==> src/rtl/core/hmcc_pkg.sv <==
// types, codes and byte helpers for the markup character classifier
// no dependencies
`default_nettype none

package hmcc_pkg;

  typedef logic [2:0] mode_t;
  typedef logic [1:0] class_t;

  localparam mode_t MODE_NORMAL  = 3'd0;
  localparam mode_t MODE_TAG     = 3'd1;
  localparam mode_t MODE_DQ      = 3'd2;
  localparam mode_t MODE_SQ      = 3'd3;
  localparam mode_t MODE_COMMENT = 3'd4;

  localparam class_t CLS_NORMAL  = 2'd0;
  localparam class_t CLS_TAG     = 2'd1;
  localparam class_t CLS_STRING  = 2'd2;
  localparam class_t CLS_COMMENT = 2'd3;

  localparam logic [7:0] CHAR_LT    = 8'h3C;
  localparam logic [7:0] CHAR_GT    = 8'h3E;
  localparam logic [7:0] CHAR_BANG  = 8'h21;
  localparam logic [7:0] CHAR_DASH  = 8'h2D;
  localparam logic [7:0] CHAR_DQ    = 8'h22;
  localparam logic [7:0] CHAR_SQ    = 8'h27;

  localparam int MaxResults = 4;

  // utf-8 continuation byte 10xxxxxx
  function automatic logic is_cont(input logic [7:0] b);
    return b[7:6] == 2'b10;
  endfunction

  // continuation bytes following a lead byte
  function automatic logic [1:0] extra_bytes(input logic [7:0] b);
    logic [1:0] r;
    r = 2'd0;
    if (b[7:5] == 3'b110) r = 2'd1;
    else if (b[7:4] == 4'b1110) r = 2'd2;
    else if (b[7:3] == 5'b11110) r = 2'd3;
    return r;
  endfunction

  // byte of the comment opener at a given position
  function automatic logic [7:0] opener_byte(input logic [1:0] idx);
    logic [7:0] r;
    case (idx)
      2'd0: r = CHAR_LT;
      2'd1: r = CHAR_BANG;
      default: r = CHAR_DASH;
    endcase
    return r;
  endfunction

endpackage

`default_nettype wire

==> src/rtl/core/html_markup_char_classifier_core.sv <==
// markup character classifier: one highlight class per utf-8 character
// depends on hmcc_pkg
// output: the results of a byte are registered, the first valid in the cycle after the byte is accepted
// throughput: one byte per cycle while each byte yields at most one result and the
//   output is ready; a byte that yields several results (up to four) holds the input
//   side until its last result is taken, since the result buffer drains one result per cycle
// reset: synchronous, clears scan state and drops any results still buffered
`default_nettype none

module html_markup_char_classifier_core (
  input  wire logic       clk,
  input  wire logic       rst,
  input  wire logic       in_valid,
  output logic            in_ready,
  input  wire logic [7:0] text_byte,
  input  wire logic       line_end,
  output logic            out_valid,
  input  wire logic       out_ready,
  output logic [1:0]      char_class,
  output logic            run_last
);

  // scan state
  hmcc_pkg::mode_t scan_mode;
  logic [1:0]      pending_prefix;
  logic [1:0]      dash_run;
  logic [1:0]      skip_left;

  hmcc_pkg::mode_t scan_mode_next;
  logic [1:0]      pending_prefix_next;
  logic [1:0]      dash_run_next;
  logic [1:0]      skip_left_next;

  // result buffer: entry 0 is the head, shifts down as results leave
  hmcc_pkg::class_t res_cls [hmcc_pkg::MaxResults];
  logic [2:0]       res_cnt;

  // results built for the byte at the input
  hmcc_pkg::class_t cls_next [hmcc_pkg::MaxResults];
  logic [2:0]       n_next;

  hmcc_pkg::mode_t  mode_eff;
  logic             do_scan;
  logic             in_fire;
  logic             out_fire;

  assign out_valid  = (res_cnt != 3'd0);
  assign char_class = res_cls[0];
  assign run_last   = (res_cnt == 3'd1);
  // a new byte may enter while the buffer is empty or once it empties this cycle
  assign in_ready   = (res_cnt == 3'd0) || ((res_cnt == 3'd1) && out_ready);
  assign in_fire    = in_valid && in_ready;
  assign out_fire   = out_valid && out_ready;

  // per-byte scan, one pass
  always_comb begin
    mode_eff = (scan_mode > hmcc_pkg::MODE_COMMENT) ? hmcc_pkg::MODE_NORMAL : scan_mode;
    scan_mode_next      = mode_eff;
    pending_prefix_next = pending_prefix;
    dash_run_next       = dash_run;
    skip_left_next      = skip_left;
    n_next              = 3'd0;
    do_scan             = 1'b0;
    for (int k = 0; k < hmcc_pkg::MaxResults; k++) begin
      cls_next[k] = hmcc_pkg::CLS_NORMAL;
    end

    if (skip_left != 2'd0) begin
      // skipped byte, only a stray non-continuation byte shows up
      skip_left_next = skip_left - 2'd1;
      if (!hmcc_pkg::is_cont(text_byte)) begin
        cls_next[0] = hmcc_pkg::CLS_NORMAL;
        n_next      = 3'd1;
      end
    end else if (mode_eff == hmcc_pkg::MODE_NORMAL) begin
      if (pending_prefix != 2'd0) begin
        if (text_byte == hmcc_pkg::opener_byte(pending_prefix)) begin
          if (pending_prefix == 2'd3) begin
            // full opener seen, all four bytes are comment
            for (int k = 0; k < hmcc_pkg::MaxResults; k++) begin
              cls_next[k] = hmcc_pkg::CLS_COMMENT;
            end
            n_next              = 3'd4;
            pending_prefix_next = 2'd0;
            scan_mode_next      = hmcc_pkg::MODE_COMMENT;
            dash_run_next       = 2'd0;
          end else begin
            pending_prefix_next = pending_prefix + 2'd1;
          end
        end else begin
          // mismatch: held bytes become tag, then scan this byte in tag mode
          for (int k = 0; k < 3; k++) begin
            if (2'(k) < pending_prefix) begin
              cls_next[k] = hmcc_pkg::CLS_TAG;
            end
          end
          n_next              = {1'b0, pending_prefix};
          pending_prefix_next = 2'd0;
          scan_mode_next      = hmcc_pkg::MODE_TAG;
          do_scan             = 1'b1;
        end
      end else if (text_byte == hmcc_pkg::CHAR_LT) begin
        pending_prefix_next = 2'd1;
      end else if (!hmcc_pkg::is_cont(text_byte)) begin
        cls_next[0] = hmcc_pkg::CLS_NORMAL;
        n_next      = 3'd1;
      end
    end else begin
      do_scan = 1'b1;
    end

    if (do_scan) begin
      case (scan_mode_next)
        hmcc_pkg::MODE_TAG: begin
          if (text_byte == hmcc_pkg::CHAR_GT) begin
            cls_next[n_next[1:0]] = hmcc_pkg::CLS_TAG;
            n_next                = n_next + 3'd1;
            scan_mode_next        = hmcc_pkg::MODE_NORMAL;
          end else if (text_byte == hmcc_pkg::CHAR_DQ) begin
            cls_next[n_next[1:0]] = hmcc_pkg::CLS_STRING;
            n_next                = n_next + 3'd1;
            scan_mode_next        = hmcc_pkg::MODE_DQ;
          end else if (text_byte == hmcc_pkg::CHAR_SQ) begin
            cls_next[n_next[1:0]] = hmcc_pkg::CLS_STRING;
            n_next                = n_next + 3'd1;
            scan_mode_next        = hmcc_pkg::MODE_SQ;
          end else begin
            if (!hmcc_pkg::is_cont(text_byte)) begin
              cls_next[n_next[1:0]] = hmcc_pkg::CLS_TAG;
              n_next                = n_next + 3'd1;
            end
            skip_left_next = hmcc_pkg::extra_bytes(text_byte);
          end
        end
        hmcc_pkg::MODE_DQ, hmcc_pkg::MODE_SQ: begin
          if ((scan_mode_next == hmcc_pkg::MODE_DQ && text_byte == hmcc_pkg::CHAR_DQ) ||
              (scan_mode_next == hmcc_pkg::MODE_SQ && text_byte == hmcc_pkg::CHAR_SQ)) begin
            cls_next[n_next[1:0]] = hmcc_pkg::CLS_STRING;
            n_next                = n_next + 3'd1;
            scan_mode_next        = hmcc_pkg::MODE_TAG;
          end else begin
            if (!hmcc_pkg::is_cont(text_byte)) begin
              cls_next[n_next[1:0]] = hmcc_pkg::CLS_STRING;
              n_next                = n_next + 3'd1;
            end
            skip_left_next = hmcc_pkg::extra_bytes(text_byte);
          end
        end
        default: begin
          // comment body, closer needs two dashes then '>'
          if (text_byte == hmcc_pkg::CHAR_DASH) begin
            cls_next[n_next[1:0]] = hmcc_pkg::CLS_COMMENT;
            n_next                = n_next + 3'd1;
            if (dash_run < 2'd2) dash_run_next = dash_run + 2'd1;
          end else if (text_byte == hmcc_pkg::CHAR_GT && dash_run >= 2'd2) begin
            cls_next[n_next[1:0]] = hmcc_pkg::CLS_COMMENT;
            n_next                = n_next + 3'd1;
            scan_mode_next        = hmcc_pkg::MODE_NORMAL;
            dash_run_next         = 2'd0;
          end else begin
            dash_run_next = 2'd0;
            if (!hmcc_pkg::is_cont(text_byte)) begin
              cls_next[n_next[1:0]] = hmcc_pkg::CLS_COMMENT;
              n_next                = n_next + 3'd1;
            end
            skip_left_next = hmcc_pkg::extra_bytes(text_byte);
          end
        end
      endcase
    end

    if (line_end) begin
      // flush held opener bytes as tag, then start the next line clean
      for (int k = 0; k < 3; k++) begin
        if (2'(k) < pending_prefix_next) begin
          cls_next[k] = hmcc_pkg::CLS_TAG;
        end
      end
      if (pending_prefix_next != 2'd0) begin
        n_next = {1'b0, pending_prefix_next};
      end
      scan_mode_next      = hmcc_pkg::MODE_NORMAL;
      pending_prefix_next = 2'd0;
      dash_run_next       = 2'd0;
      skip_left_next      = 2'd0;
    end
  end

  // scan state register
  always_ff @(posedge clk) begin
    if (rst) begin
      scan_mode      <= hmcc_pkg::MODE_NORMAL;
      pending_prefix <= 2'd0;
      dash_run       <= 2'd0;
      skip_left      <= 2'd0;
    end else if (in_fire) begin
      scan_mode      <= scan_mode_next;
      pending_prefix <= pending_prefix_next;
      dash_run       <= dash_run_next;
      skip_left      <= skip_left_next;
    end
  end

  // result count: load on a byte with results, else drain one per taken result
  always_ff @(posedge clk) begin
    if (rst) begin
      res_cnt <= 3'd0;
    end else if (in_fire && n_next != 3'd0) begin
      res_cnt <= n_next;
    end else if (out_fire) begin
      res_cnt <= res_cnt - 3'd1;
    end
  end

  // result classes, payload only
  always_ff @(posedge clk) begin
    if (in_fire && n_next != 3'd0) begin
      for (int k = 0; k < hmcc_pkg::MaxResults; k++) begin
        res_cls[k] <= cls_next[k];
      end
    end else if (out_fire) begin
      for (int k = 0; k < hmcc_pkg::MaxResults - 1; k++) begin
        res_cls[k] <= res_cls[k + 1];
      end
      res_cls[hmcc_pkg::MaxResults - 1] <= hmcc_pkg::CLS_NORMAL;
    end
  end

endmodule

`default_nettype wire

==> config.mk <==
export PLATFORM = sky130hd
export DESIGN_NAME = html_markup_char_classifier_core
export DESIGN_NICKNAME = d
export VERILOG_FILES = /design/src/rtl/core/hmcc_pkg.sv /design/src/rtl/core/html_markup_char_classifier_core.sv
export SDC_FILE = /design/constraint.sdc
export NUM_CORES = 1
export LEC_CHECK = 0
export ABC_CLOCK_PERIOD_IN_PS = 3410
export BUFFER_PORTS_ARGS = -buffer_cell sky130_fd_sc_hd__buf_2
export CAP_MARGIN = 20
export CORE_ASPECT_RATIO = 0.9
export CORE_UTILIZATION = 54
export DETAILED_ROUTE_END_ITERATION = 10
export HOLD_SLACK_MARGIN = 0.1
export PLACE_DENSITY = 0.76
export SYNTH_ARGS = -nofsm -noshare
export SYNTH_HDL_FRONTEND = slang
export SYNTH_SLANG_ARGS = --single-unit
==> constraint.sdc <==
create_clock -name clk -period 3.41 [get_ports clk]
set_input_delay 0.682 -clock clk [delete_from_list [all_inputs] [get_ports clk]]
set_output_delay 0.682 -clock clk [all_outputs]
set_load 0.1 [all_outputs]
### Word-level counts from Yosys, hierarchy flattened

Memories as Yosys holds them, arrays and structs flattened.
Cells that the tools add are included.

| word-level totals | value |
|---|---|
| input port bits | 13 |
| memories kept | 1 |
| memory bits (writable) | 8 |
| flip-flop bits (word level) | 12 |
| output and inout port bits | 5 |
| memory bits (read-only) | 0 |
| bits in latches | 0 |
| logic and storage cells | 181 |

Memories:

| name | words | bits a word | rd ports | clocked after memory_dff | write ports | line | source |
|---|---|---|---|---|---|---|---|
| res_cls | 4 | 2 | 4 | 0 | 4 | html_markup_char_classifier_core.sv:35 | `hmcc_pkg::class_t res_cls [hmcc_pkg::MaxResults];` |

| operators by class | value |
|---|---|
| multiply operators | 0 |
| divide/modulo/power cells | 0 |
| bitwise gates (word level) | 12 |
| shift operators | 0 |
| order comparisons | 11 |
| multiplexer cells | 110 |
| equality and inequality tests | 16 |
| reduce and logical (&&, ||, !) cells | 21 |
| add/subtract/negate cells | 5 |

Operators with widths:

| kind | number |
|---|---|
| 2-to-1 mux 8 bit | 15 |
| 2-to-1 mux 3 bit | 32 |
| 2-to-1 mux 2 bit | 40 |
| equality test 8 x 6 -> 1 bit (second input constant) | 5 |
| 2-to-1 mux 6 bit | 4 |
| one-hot mux 8 bit (2 select lines) | 1 |
| 2-to-1 mux 1 bit | 13 |
| one-hot mux 3 bit (2 select lines) | 2 |
| one-hot mux 5 bit (2 select lines) | 1 |
| bitwise AND 4 bit | 2 |
| equality test 8 bit | 1 |
| logical AND 1 bit | 8 |
| less-than comparator 1 x 2 -> 1 bit (first input constant) | 4 |
| NOT 4 bit | 2 |
| bitwise OR 4 bit | 2 |
| bitwise OR 8 bit | 1 |
| nonzero test 2 bit | 4 |
| equality test 3 x 1 -> 1 bit (second input constant) | 2 |
| equality test 3 x 2 -> 1 bit (second input constant) | 2 |
| logical NOT 3 bit | 2 |
| nonzero test 3 bit | 2 |
| equality test 5 bit (second input constant) | 1 |
| adder 2 x 1 -> 2 bit (second input constant) | 2 |
| demux 2 bit (select 2 bit) | 1 |
| other kinds (20) | 26 |

### Logic depth before layout (Yosys ltp)

Gate-level depths: netlist of run 1.

| depth | value |
|---|---|
| depth in word-level cells | 26 |
| depth in mapped cells | 15 |
| gate-level depth less buffers | 14 |

### Worst setup path before layout of run 1

Ideal clock, no wire load.

| timing | value |
|---|---|
| path type | input port to flip-flop |
| start point | in text_byte[2] |
| end point | mem res_cls[0][0] (netlist bit), data pin |
| setup time | 0.260 ns |
| buffers on the path | 2 |
| data arrival time | 3.313 ns |
| stages on the path | 14 |
| data required time | 3.150 ns |
| setup slack | -0.163 ns |
| cells stage by stage | buf_2 nor3b_1 o2111ai_1 nand3_1 and2_1 inv_1 ha_1 inv_1 ha_1 o31ai_2 o41ai_2 and2b_1 buf_6 mux2_4 |

RTL lines:

| item | line | source |
|---|---|---|
| from (decl) | html_markup_char_classifier_core.sv:15 | `input wire logic [7:0] text_byte,` |
| to (decl) | html_markup_char_classifier_core.sv:35 |  |

==> results.toml, run 1 <==
[yosys]
ys_async_sr_fraction_pct = 0
ys_seq_elements = 20
synth_area_per_cell_sq_um = 7.85
ys_dominant_reg_cell = "dfxtp_1"
synthesis.yosys.warnings = 0
synth_top_family_by_area = "compound AO/OA/AOI/OAI gates"
synthDominantCellAreaShare_pct = 11.8
post_synth_instance_area_sq_um = 2030
synth_seq_area_share_pct = 23.6
synth.largest_area_cell = "dfxtp_1"
synth_nets = 284
ys_top_cells_by_area = "dfxtp_1 12%, edfxtp_1 12%, ha_1 7.4%, a21oi_1 5.7%, o21ai_0 4.4%"
compound_gate_portion_of_the_synthesized_area_pct = 29.2
synth_fa_ha_area_share_pct = 7.38
synth_enable_flop_cells = 8
multiplexer_share_of_the_synthesized_area_pct = 4.43
ys_types = 64
post_synth_and_or_nand_nor_area_fraction_pct = 26.8
synthesis.instances = 259
yosys.area_share.xor_xnor_pct = 2.58

[timing]
hold_viol_final = 0
setup-violations-final = 0
worst_slew_margin_rel_pct = 60.7
maxSlewViolCount = 0
max_freq_mhz = 296
finClkSkew_ps = 12.2
post-route-period-util_pct = 99.2
period_needed_ps = 3380
worst-slew-pin-transition_ps = 581

[clocking]
cts_buffer_depth = 2
insertion_delay_ps = 270
cts.reportedPaths.clkPinSlew_ps = 80
cts_sinks = 20
clock_tree.root_cell = "clkbuf_8"
cts_tree = "built"
htreeDepth = 1
tritoncts_buffer_count = 3

[placed_design]
place_congestion = 0.946
dp_hpwl_mm = 4.82
placement.io_buffers = 17
dpl-instance-area_sq_um = 2450

[layout]
num_antenna_cells = 0
layout-drive-gt1-share_pct = 28.5
fin_nets = 335
final_core_utilization_pct = 73.5
mostFrequentLayoutCell = "buf_4"
layout_common_cells = "42 x buf_4, 23 x a21oi_1, 22 x nor2_1"
post-route-cell-area_sq_um = 2560
layout.filler_cells = 287
flow.area_growth_from_synthesis_pct = 25.8

[global_routing]
grt_remaining_overflow = 0
grt_antenna_before_repair = 0
wire_length_of_the_first_global_routing_pass_mm = 9.58
gr-usage-all-layers_pct = 32.5
grt_max_degree = 13
via_count_of_the_first_global_routing_pass = 2038

[setup_path]
critical_path_arrival_ps = 3410
cp-end-kind = "register"
worst_path_max_fanout = 4
cp-start-kind = "input port"
reg2reg_from = "pending_prefix[1]"
crit_required_ps = 3430
startpoint = "text_byte[7]"
worstSetupPathType = "in -> reg"

[pwr]
total_power_mw = 1.22
vdd.ir_drop.worst_v = 0.000557
areal_power_density_over_the_cells_nw_per_um2 = 478
p_leak_nw = 1.05

[routing]
route.detailed.wl_per_inst_microns = 17.7
routed-via-count = 2295
postRouteAntennaNets = 0
postRouteWirelength_mm = 6.23
drt_pre_antenna_iters = 6
first_iter_violations = 313
via_per_inst = 6.50
drcViolationCount = 0

[hold_path]
hold_path.class = "reg -> reg"
worstHoldStart = "dash_run[0]"

[floorplan]
num_io_pins = 18
num_rows = 20
die_h_microns = 60.2
dieArea_sq_um = 4010
fp.dieW_microns = 66.7
design.core.area_sq_um = 3480
initial_utilization_pct = 58.5

[run_status]
status = "finished clean"

[flow_run]
drv.max_cap_violation_count = 0
==> worst paths after layout <==
| path | endpoint | slack (ps) | depth (start not counted) |
|---|---|---|---|
| setup / recovery | res_cls[2][1] | 30 | 14 |
| hold / removal | dash_run[1] | 480 | 2 |
| setup reg to reg | res_cls[2][1] | 110 | 15 |
| hold reg to reg | dash_run[1] | 480 | 2 |
==> cell type report <==
cell class                 instances  area [sq um]  share of cell area (%)
multi-input combinational        212          1500                    58.8
sequential                        20           480                    18.8
timing repair buffer              60           412                    16.1
clock buffer                       4          55.1                    2.15
tap                               44          55.1                    2.15
inverter                          13          51.3                    2.01
==> Yosys cell counts, types with 3 or more instances <==
library cell,instances
a21o_1,3
a21oi_1,23
a22oi_1,5
and2_1,3
and3_1,3
buf_2,4
clkbuf_1,8
dfxtp_1,12
edfxtp_1,8
ha_1,12
inv_1,12
mux2_4,4
mux2i_1,3
nand2_1,19
nand2b_1,5
nand3_1,10
nand4_1,4
nor2_1,22
nor2b_1,6
nor3_1,11
o211a_1,3
o21ai_0,18
o22ai_1,5
o311ai_0,3
xnor2_1,4
==> power breakdown <==
group | switching, mW | internal [mW]
registers | 0.0263 | 0.327
clock network | 0.0828 | 0.103
logic | 0.498 | 0.185
==> layer usage <==
metal	track usage, %	routed length [microns]	vias to the layer above
met5	0	0	-
met4	10.3	124	0
met3	6.30	471	18
met2	52.8	2850	118
met1	43.3	2790	1083
li1	-	-	1076
==> repair_timing <==
item	4_1_cts	5_1_grt
setup buffers	0	1
endpoints found under the hold margin	0	0
hold buffers	0	0
resized for setup	0	9
endpoints found under the setup margin	0	6
==> critical path, stage by stage <==
cell       delay (ps)
buf_2             130
or4b_4            570
o21ai_4           160
a2bb2oi_2         170
and2_4            170
inv_1              70
ha_2              180
inv_2              70
ha_4              200
o31ai_4           270
o41ai_2            90
and2b_1           200
buf_4             150
mux2_4            290
==> cells by family (layout without fill, tap and decap cells) <==
kind of cell	count (synthesis)	in the layout
multiplexers	7	7
AO/OA/AOI/OAI	87	87
buffers and inverters	27	77
flip-flops	20	20
XOR/XNOR	6	6
AND/OR/NAND/NOR	100	100
adder cells (fa/ha/maj)	12	12
==> registers in the layout, indices dropped and copies added, names as in the netlist <==
name and cells:
dash_run 2, pending_prefix 2, res_cls 8, res_cnt 3, scan_mode 3, skip_left 2
==> through the flow <==
stage	setup WS, ps	instances	TNS (ps)	hold slack [ps]
after CTS	52.8	352	0	488
after floorplan	11.2	259	0	443
after global routing	-65.2	353	-246	515
after global placement	-131	348	-684	462
after detailed placement	-219	348	-1270	475
final	26.6	353	0	482
Note: power is estimated with default switching activity, not from simulation.
==> run 2, diff against run 1 <==
- CORE_UTILIZATION: 54 -> 35
- PLACE_DENSITY: 0.76 -> not set
==> results.toml, run 2 (same netlist as run 1, synthesis figures left out) <==
[setup_path]
critical_path.slowest_cell = "or4b_4"
worst_path_max_fanout = 6
reg2reg_from = "pending_prefix[0]"
critical_path_arrival_ps = 3340
critical_path_cell_list = "buf_2 > or4b_4 > o21ai_4 > a2bb2oi_2 > and2_1 > ha_1 > nand2_1 > a21oi_1 > o41ai_2 > and2b_2 > mux2_4"
cp-end-kind = "register"
worst_setup_path_endpoint = "res_cls[2][0]"
cp-start-kind = "input port"
r2r_cells = 12
r2r_setup_slack_ps = 240
crit-reg2reg-capture = "res_cls[2][0]"
crit_required_ps = 3430
startpoint = "text_byte[1]"
worstSetupPathType = "in -> reg"
critical-path-max-stage-delay_ps = 560

[pwr]
areal_power_density_over_the_cells_nw_per_um2 = 460
vdd.ir_drop.worst_v = 0.000373
p_leak_nw = 1.04
total_power_mw = 1.18

[layout]
layout_common_cells = "42 x buf_4, 23 x a21oi_1, 22 x nor2_1"
max_flop_register = "res_cls"
largest_reg_flops = 8
largestRegisters = "res_cls (8), res_cnt (3), scan_mode (3)"
layout-drive-gt1-share_pct = 27.3
num_antenna_cells = 0
regArea_sq_um = 480
layout.filler_cells = 546
flow.area_growth_from_synthesis_pct = 26.5
mostFrequentLayoutCell = "buf_4"
fin_nets = 334
area_of_combinational_cells_with_multiple_inputs_sq_um = 1510

[clocking]
cts_buffer_depth = 2
cts.reportedPaths.clkPinSlew_ps = 80
htreeDepth = 1
insertion_delay_ps = 260
cts_tree = "built"
cts_sinks = 20
hold_buffers = 0
buffers_inserted_during_post_cts_setup_optimization = 0
clock_tree.root_cell = "clkbuf_8"
tritoncts_buffer_count = 3

[placed_design]
dp_hpwl_mm = 4.74
placement.io_buffers = 17
dp_worst_setup_slack_ps = -254
place_congestion = 0.951

[timing]
max_freq_mhz = 301
worst_slew_margin_rel_pct = 57.5
finClkSkew_ps = 5.77
setup-violations-final = 0
post-route-worst-setup-slack_ps = 91.9
maxSlewViolCount = 0
worst-slew-pin-transition_ps = 629
period_needed_ps = 3320
hold_viol_final = 0
post-route-period-util_pct = 97.3

[floorplan]
dieArea_sq_um = 6120
die_h_microns = 74.3
fp.dieW_microns = 82.3
num_io_pins = 18
design.core.area_sq_um = 5410
num_rows = 25
initial_utilization_pct = 37.6

[global_routing]
grt_max_degree = 13
grt_antenna_before_repair = 0
gr-usage-all-layers_pct = 21.4
via_count_of_the_first_global_routing_pass = 2177
grt_remaining_overflow = 0
wire_length_of_the_first_global_routing_pass_mm = 10.1
gr-max-usage-layer = "met2"
groute.layer.met2.usage_pct = 35.3
grt.met3_usage_pct = 4.29
met1_usage_pct = 27.5

[flow_run]
drv.max_cap_violation_count = 0

[routing]
postRouteWirelength_mm = 5.94
routed-via-count = 2160
postRouteAntennaNets = 0
drcViolationCount = 0
via_per_inst = 5.76
drt_pre_antenna_iters = 4
first_iter_violations = 148
route.detailed.wl_per_inst_microns = 15.8

[hold_path]
hold_path.class = "reg -> reg"
worstHoldStart = "dash_run[0]"

[run_status]
status = "finished clean"
run 2: cell types whose count changed in the layout (fill, tap and decap cells not counted), sizes merged:
cell and delta:
buf -1, clkbuf -1, clkinv +1
run 2: metrics by stage:
step	utilization, %	cell area (sq um)	hold WS (ps)	setup TNS, ps	std cells
5_1_grt	47.5	2570	520	-50.6	375
4_1_cts	46.6	2520	482	0	375
3_3_place_gp	45.8	2480	468	-1210	371
3_5_place_dp	45.8	2480	467	-1620	371
2_1_floorplan	-	2060	443	0	259
6_report	47.5	2570	481	0	375
run 2: area by class of cell:
cell class              count  share of cell area [%]
multi-input cells         212                    58.7
flip-flops and latches     20                    18.7
repair buffers             59                    15.6
well taps                  67                    3.26
inverters                  13                    2.00
clock buffers               3                    1.61
clock inverters             1                   0.146
run 2: worst min-delay path by stage:
stage                        to  slack [ps]  cells past startpoint
floorplan           dash_run[1]         440                      2
global placement    dash_run[1]         470                      2
detailed placement  dash_run[1]         470                      2
CTS                 dash_run[1]         480                      2
global route        dash_run[1]         520                      2
finish              dash_run[1]         480                      2
run 2: report_power, final:
group	internal [mW]	switching, mW
Combinational	0.177	0.491
Sequential	0.327	0.0262
Clock	0.0804	0.0816
Total	0.584	0.599
run 2: worst max-delay path, delay by kind of cell:
kind / cells / cell delay [ps]
muxes: 1 / 310
AOI/OAI and AO/OA: 4 / 870
buffers and inverters: 1 / 120
adders and majority gates: 1 / 230
and+or+nand+nor: 4 / 1130
run 2: routing by layer:
metal | vias to the layer above | part of all wire [%]
met3 | 19 | 5.2
met2 | 83 | 47
met5 | - | 0
met1 | 984 | 45
li1 | 1074 | -
met4 | 0 | 2.0
run 2: timing repair:
item,4_1_cts,5_1_grt
endpoints found under the setup margin,0,8
endpoints found under the hold margin,0,0
gates resized for setup,0,7
==> run 3, diff against run 2 <==
- ABC_CLOCK_PERIOD_IN_PS: 3410 -> 3800
- CTS_CLUSTER_SIZE: not set -> 8
- clock period: 3.41 -> 3.8 ns (I/O delays scaled with it)
==> results.toml, run 3 (same netlist as run 1, synthesis figures left out) <==
[hold_path]
worstHoldStart = "dash_run[0]"
holdPathStages = 2
worst_hold_path.endpoint = "dash_run[1]"
hold_path.class = "reg -> reg"

[layout]
largest_reg_flops = 8
final_core_utilization_pct = 43.3
num_antenna_cells = 0
layoutNonFillerInstCount = 355
fin_nets = 314
layout-drive-gt1-share_pct = 19.4
flow.area_growth_from_synthesis_pct = 15.3
max_flop_register = "res_cls"
regArea_sq_um = 480
area_of_combinational_cells_with_multiple_inputs_sq_um = 1430
mostFrequentLayoutCell = "a21oi_1"
layout.filler_cells = 564
post-route-cell-area_sq_um = 2340
layout_common_cells = "23 x a21oi_1, 22 x nor2_1, 22 x buf_4"
largestRegisters = "res_cls (8), res_cnt (3), scan_mode (3)"

[pwr]
p_clk_share_pct = 14.0
cell_internal_pwr_uw = 515
power.sequential.fraction_pct = 30.2
areal_power_density_over_the_cells_nw_per_um2 = 448
p_leak_nw = 0.929
power.combinational.fraction_pct = 55.8
switchingPower_uw = 535
power_switching_share_pct = 51.0
total_power_mw = 1.05
vdd.ir_drop.worst_v = 0.000376

[setup_path]
critical-path-max-stage-delay_ps = 530
critical_path_cell_list = "buf_2 > or4b_4 > o21ai_1 > a2bb2oi_1 > and2_1 > inv_1 > ha_1 > inv_1 > ha_1 > o31ai_2 > o41ai_2 > and2b_1 > mux2_4"
cp_num_buf_inv = 3
r2r_cells = 14
critical_path.slowest_cell = "or4b_4"
cp-start-kind = "input port"
critical_path_arrival_ps = 3550
cp-end-kind = "register"
crit_required_ps = 3820
crit_family = "simple AND/OR/NAND/NOR gates"
worst_path_max_fanout = 7
crit-reg2reg-capture = "res_cls[2][0]"
reg2reg_from = "pending_prefix[0]"
r2r_setup_slack_ps = 330
worstSetupPathType = "in -> reg"

[global_routing]
via_count_of_the_first_global_routing_pass = 1957
wire_length_of_the_first_global_routing_pass_mm = 9.44
grt_remaining_overflow = 0
gr-usage-all-layers_pct = 20.2
grt_max_degree = 13
grt_antenna_before_repair = 0

[floorplan]
design.core.area_sq_um = 5410
num_io_pins = 18
initial_utilization_pct = 37.6
fp.dieW_microns = 82.3
die_h_microns = 74.3
dieArea_sq_um = 6120
num_rows = 25

[clocking]
ctsResizeCount = 0
hold_buffers = 0
cts_buffer_depth = 2
insertion_delay_ps = 270
cts.reportedPaths.clkPinSlew_ps = 80
clock_tree.root_cell = "clkbuf_8"
cts_tree = "built"
buffers_inserted_during_post_cts_setup_optimization = 0
cts_sinks = 20
htreeDepth = 1
tritoncts_buffer_count = 3

[timing]
totalNegativeSetupSlack_ps = 0
post-route-period-util_pct = 92.9
period_needed_ps = 3530
worst-slew-pin-transition_ps = 665
setup-violations-final = 0
max_freq_mhz = 283
post-route-worst-setup-slack_ps = 270
worst_slew_margin_rel_pct = 55.1
grt_setup_unrepaired = "false"
hold_viol_final = 0
maxSlewViolCount = 0
finClkSkew_ps = 6.79
hold_ws_ps = 484

[routing]
via_per_inst = 5.74
drcViolationCount = 0
route.detailed.wl_per_inst_microns = 15.5
first_iter_violations = 119
postRouteAntennaNets = 0
routed-via-count = 2039
postRouteWirelength_mm = 5.51
drt_pre_antenna_iters = 4

[placed_design]
dpl-instance-area_sq_um = 2300
dp_worst_setup_slack_ps = -21.6
placement.io_buffers = 17
place_congestion = 0.916
dp_hpwl_mm = 4.36
dp.cells = 351

[flow_run]
drv.max_cap_violation_count = 0

[run_status]
status = "finished clean"
==> run 3: layer usage <==
layer,vias to the layer above,GRT usage [%],part of all wire (%)
li1,1041,-,-
met3,7,3.31,4.2
met4,0,2.92,1.1
met5,-,0,0
met2,41,35.1,48
met1,950,26.6,46
==> run 3: cell type report <==
type                       count  area share, %
inverter                      13           2.19
clock buffer                   3           1.76
timing repair buffer          39           10.7
clock inverter                 1          0.160
tap                           67           3.58
sequential                    20           20.5
multi-input combinational    212           61.1
==> run 3: worst max-delay path by stage <==
stage / from / endpoint / slack [ps] / cells after the start
floorplan: text_byte[2] / res_cls[0][0] / 150 / 14
global placement: text_byte[1] / res_cls[1][0] / 30 / 13
detailed placement: text_byte[1] / res_cls[2][0] / -20 / 13
CTS: text_byte[1] / res_cls[2][0] / 270 / 13
global route: pending_prefix[0] / res_cls[2][1] / 100 / 14
finish: text_byte[1] / res_cls[2][0] / 270 / 13
==> run 3: power groups by stage <==
stage	Clock (mW)	Sequential [mW]	Combinational, mW
finish	0.147	0.317	0.586
global route	0.165	0.325	0.629
CTS	0.154	0.318	0.590
detailed placement	0	0.322	0.589
global placement	0	0.321	0.583
floorplan	0	0.393	0.410
==> run 3: worst register-to-register path, stage by stage (launching register included) <==
cell      delay [ps]
dfxtp_1          340
inv_1             90
ha_1             300
nor3_1           240
a21boi_2         340
nand3_1          130
and2_1           180
inv_1             70
ha_1             130
inv_1             50
ha_1             280
o31ai_2           80
o41ai_2          310
and2b_1          370
mux2_4           330
